--- config.mk ---
export PLATFORM = sky130hd
export DESIGN_NAME = mdfs_nbr
export DESIGN_NICKNAME = d
export VERILOG_FILES = /design/src/sv/mdfs_pkg.sv /design/src/sv/mdfs_nbr.sv
export SDC_FILE = /design/constraint.sdc
export NUM_CORES = 1
export LEC_CHECK = 0
export BUFFER_PORTS_ARGS = -buffer_cell sky130_fd_sc_hd__buf_4
export CELL_PAD_IN_SITES_DETAIL_PLACEMENT = 1
export CELL_PAD_IN_SITES_GLOBAL_PLACEMENT = 2
export CORE_UTILIZATION = 26
export DETAILED_ROUTE_END_ITERATION = 12
export GPL_TIMING_DRIVEN = 0
export PLACE_DENSITY = 0.88
export SLEW_MARGIN = 20
export SYNTH_ARGS = -nofsm -noshare
export SYNTH_HDL_FRONTEND = slang
export SYNTH_SLANG_ARGS = --single-unit
--- constraint.sdc ---
create_clock -name vclk -period 4.5
set_clock_uncertainty 0.1 [all_clocks]
set_input_delay 0.675 -clock vclk [all_inputs]
set_output_delay 0.675 -clock vclk [all_outputs]
set_load 0.01 [all_outputs]
--- src/sv/mdfs_pkg.sv ---
package mdfs_pkg;

  // Coordinate width: covers 0..511; the 7-bit sizes and coordinates allow grids up to 127 on a side.
  localparam int unsigned CRD_W = 9;
  localparam int unsigned LEN_W = 13;
  localparam int unsigned IDX_W = 12;
  localparam int unsigned CFG_IDX_W = 3;
  localparam int unsigned CFG_DATA_W = 7;

  typedef enum logic [1:0] {
    OP_BLOCK = 2'd0,
    OP_SOLVE = 2'd1,
    OP_READ  = 2'd2,
    OP_CLEAR = 2'd3
  } op_e;

  typedef enum logic [2:0] {
    ST_WALLED     = 3'd0,
    ST_START_REF  = 3'd1,
    ST_GOAL_REF   = 3'd2,
    ST_OUT_RANGE  = 3'd3,
    ST_FOUND      = 3'd4,
    ST_NO_PATH    = 3'd5,
    ST_ENTRY      = 3'd6,
    ST_BAD_INDEX  = 3'd7
  } status_e;

  typedef enum logic [1:0] {
    DIR_RIGHT = 2'd0,
    DIR_DOWN  = 2'd1,
    DIR_LEFT  = 2'd2,
    DIR_UP    = 2'd3
  } dir_e;

  localparam logic [CFG_IDX_W-1:0] CFG_MAZE_ROWS = 3'd0;
  localparam logic [CFG_IDX_W-1:0] CFG_MAZE_COLS = 3'd1;
  localparam logic [CFG_IDX_W-1:0] CFG_START_ROW = 3'd2;
  localparam logic [CFG_IDX_W-1:0] CFG_START_COL = 3'd3;
  localparam logic [CFG_IDX_W-1:0] CFG_GOAL_ROW  = 3'd4;
  localparam logic [CFG_IDX_W-1:0] CFG_GOAL_COL  = 3'd5;

  typedef struct packed {
    op_e         op;
    logic [6:0]  cell_row;
    logic [6:0]  cell_col;
    logic [11:0] path_index;
  } in_item_t;

  typedef struct packed {
    status_e     status;
    logic [12:0] path_length;
    logic [6:0]  out_row;
    logic [6:0]  out_col;
    logic        is_last;
  } out_item_t;

  typedef struct packed {
    logic wall_we;
    logic wall_val;
    logic seen_we;
    logic seen_val;
  } mark_wr_t;

  typedef struct packed {
    logic wall;
    logic seen;
  } mark_rd_t;

endpackage

--- src/sv/mdfs_nbr.sv ---
module mdfs_nbr #(
  parameter int unsigned RW = 6,
  parameter int unsigned CW = 6
) (
  input  logic [RW-1:0]              cur_row_i,
  input  logic [CW-1:0]              cur_col_i,
  input  mdfs_pkg::dir_e             dir_i,
  input  logic [mdfs_pkg::CRD_W-1:0] rows_i,
  input  logic [mdfs_pkg::CRD_W-1:0] cols_i,
  output logic                       ok_o,
  output logic [RW-1:0]              row_o,
  output logic [CW-1:0]              col_o
);
  import mdfs_pkg::*;

  logic [CRD_W-1:0] r9, c9, nxt_r, nxt_c;

  assign r9 = CRD_W'(cur_row_i);
  assign c9 = CRD_W'(cur_col_i);

  // One add or subtract and one bound compare per probe.
  always_comb begin
    nxt_r = r9;
    nxt_c = c9;
    ok_o  = 1'b0;
    case (dir_i)
      DIR_RIGHT: begin
        nxt_c = c9 + CRD_W'(1);
        ok_o  = nxt_c < cols_i;
      end
      DIR_DOWN: begin
        nxt_r = r9 + CRD_W'(1);
        ok_o  = nxt_r < rows_i;
      end
      DIR_LEFT: begin
        nxt_c = c9 - CRD_W'(1);
        ok_o  = c9 != '0;
      end
      DIR_UP: begin
        nxt_r = r9 - CRD_W'(1);
        ok_o  = r9 != '0;
      end
      default: begin
        ok_o = 1'b0;
      end
    endcase
  end

  assign row_o = nxt_r[RW-1:0];
  assign col_o = nxt_c[CW-1:0];

endmodule

==> flow_summary.toml <==
[global_routing]
met2_usage_pct = 33.5
gr-usage-met1_pct = 18.3
grt_pass1_wl_um = 4460
grt_usage_pct = 15.8
grt_pass1_vias = 1077
grt_busiest_layer = "met2"
met3_usage_pct = 0
antenna_found_initial = 0
grt_max_degree = 11
globalRouteOverflowTotal = 0

[finish]
antenna_cells = 0
drive_gt1_share_pct = 27.7
n_fill_cell = 428
multi_input_area_um2 = 771
fin_nets = 217
nClkBuffers = 0
stdcell_area_um2 = 1210
flops_and_latches = 0
regArea_um2 = 0
syn_to_final_growth_pct = 40.3

[worst_setup_path]
crit_slowest_cell = "a221o_1"
cp_cell_sequence = "buf_2, nand3_1, o21a_1, or2_2, ha_1, a21o_2, a221o_1, a211oi_1, buf_4"
path_class = "in -> out"
critPathMaxStageDelay_ns = 0.35
cp-end-kind = "output pin"
cp-start-kind = "input port"
crit_required_ns = 3.72
cp_max_fo = 7
arrival_ns = 2.81
critPathBufInv = 2
critical-path-top-delay-family = "compound AO/OA/AOI/OAI gates"

[timing]
fin_tns_setup_ns = 0
tightest_slew_ns = 0.477
slew_violations = 0
fmax_ghz = 0.279
finalSetupViolations = 0
rsz0062_at_grt = "no"
min_period_over_period_pct = 79.7
hold_violations = 0
slew_headroom_pct = 68.2
layout_setup_ws_ns = 0.914
period_needed_ns = 3.59

[yosys]
synth.net_count = 176
synth_compound_area_share_pct = 20.0
synthMuxAreaShare_pct = 1.30
netlist_instances = 127
syn-cell-area_um2 = 863
synth_top_area_share_pct = 24.6
ys_seq_area_share_pct = 0
ys_types = 34
yosys_warnings = 0
synthTopCellsByCount = "ha_1 (17), inv_1 (16), nor2_1 (14)"
synth_top_family_by_area = "simple AND/OR/NAND/NOR gates"
synth-simple-area-share_pct = 25.1
yosys.area_share.xor_xnor_pct = 18.3
post-synth-top-count-cell = "ha_1"
yosysTopAreaCell = "ha_1"
syn_avg_cell_area_um2 = 6.80
synthTopCellsByArea = "ha_1 (25%), xnor2_1 (13%), inv_1 (7.0%)"
synthAdderAreaFrac_pct = 24.6

[floorplanning]
boundaryPins = 45
die_h_um = 59.6
die-area_um2 = 3560
die_w_um = 59.6
fp.coreArea_um2 = 3100
initial_utilization_pct = 27.8
rows = 20

[power_and_ir_drop]
power_report.internal_total_mw = 0.0597
combPwrFrac_pct = 100.0
ir_worst_vdd_v = 0.0000314
power.total_mw = 0.115
leakagePower_nw = 0.609
swShare_pct = 48.2
p_seq_share_pct = 0
power.density_nw_per_um2 = 95.2
p_sw_mw = 0.0556
clkPwrFrac_pct = 0

[placed_design]
place_hpwl_um = 2230
portBuffers = 39
place.gp.congestion = 0.764
placed_area_um2 = 1210
pre_cts_ws_ns = 0.903

[cts]
cts_setup_buffers = 0
cts_hold_buf = 0
cts_resized = 0

[route]
antenna_left = 0
first_pass_iters = 2
drtIter0Drc = 11
finalWirelength_um = 2590
drc = 0
wire_per_inst_um = 12.3
viasPerCell = 4.90
num_vias = 1029

[min_path]
min_path_type = "in -> out"

[status]
status = "finished clean"

[flow_run]
maxCapViolations = 0
==> per-stage QoR <==
step	hold WS [ns]	util [%]	std cells
3_3_place_gp	1.56	39.0	210
2_1_floorplan	1.33	-	127
4_1_cts	1.57	39.0	210
5_1_grt	1.58	39.0	210
3_5_place_dp	1.57	39.0	210
6_report	1.56	39.0	210
==> cells by family (layout without fill, tap and decap cells) <==
group | after synthesis | after routing
AND/OR/NAND/NOR | 43 | 43
AO/OA/AOI/OAI | 24 | 24
buffers and inverters | 24 | 63
XOR/XNOR | 18 | 18
adder cells (fa/ha/maj) | 17 | 17
multiplexers | 1 | 1
==> cell type report <==
type | count | area share [%]
Tap cell | 44 | 4.55
Buffer | 8 | 2.69
Inverter | 16 | 4.96
Multi-Input combinational cell | 103 | 63.6
Timing Repair Buffer | 39 | 24.2
==> power groups by stage <==
stage	clock network (mW)	registers, mW	logic [mW]
after detailed placement	0	0	0.117
after CTS	0	0	0.118
after global routing	0	0	0.131
after floorplan	0	0	0.0649
after global placement	0	0	0.113
final	0	0	0.115
==> metal layers <==
layer / up-vias / part of all wire, %
met5: - / 0
met4: 0 / 0
met3: 0 / 4.2
li1: 519 / -
met2: 28 / 53
met1: 482 / 43
==> path summary, 6_finish.rpt <==
check / slack, ns / cells after the start / to / startpoint
worst max-delay path: 0.91 / 9 / ok_o / cur_row_i[2]
worst min-delay path: 1.56 / 3 / col_o[5] / cur_col_i[5]
==> cell usage in the layout, fill, tap and decap left out <==
master and n:
clkbuf_1 5, o21a_1 1, a21oi_1 5, nor2_1 14, nor4_1 2, a211o_1 1, or2_2 1, a21o_2 1
buf_4 39, a211oi_1 3, a32oi_1 1, xnor2_1 13, nor3_1 4, nand3b_1 1, a21o_1 1, ha_1 17
xor2_1 5, buf_1 1, a21bo_2 2, nand3_1 4, a21boi_0 1, buf_2 2, nand4b_1 1, inv_1 16
nor4b_1 2, mux2_2 1, nand2_1 8, nor4bb_1 1, o311a_1 1, o21ai_0 4, nand2b_1 2, o31ai_1 1
a221o_1 1, o32ai_1 1, nand4_1 3
(Power assumes the default switching activity.)
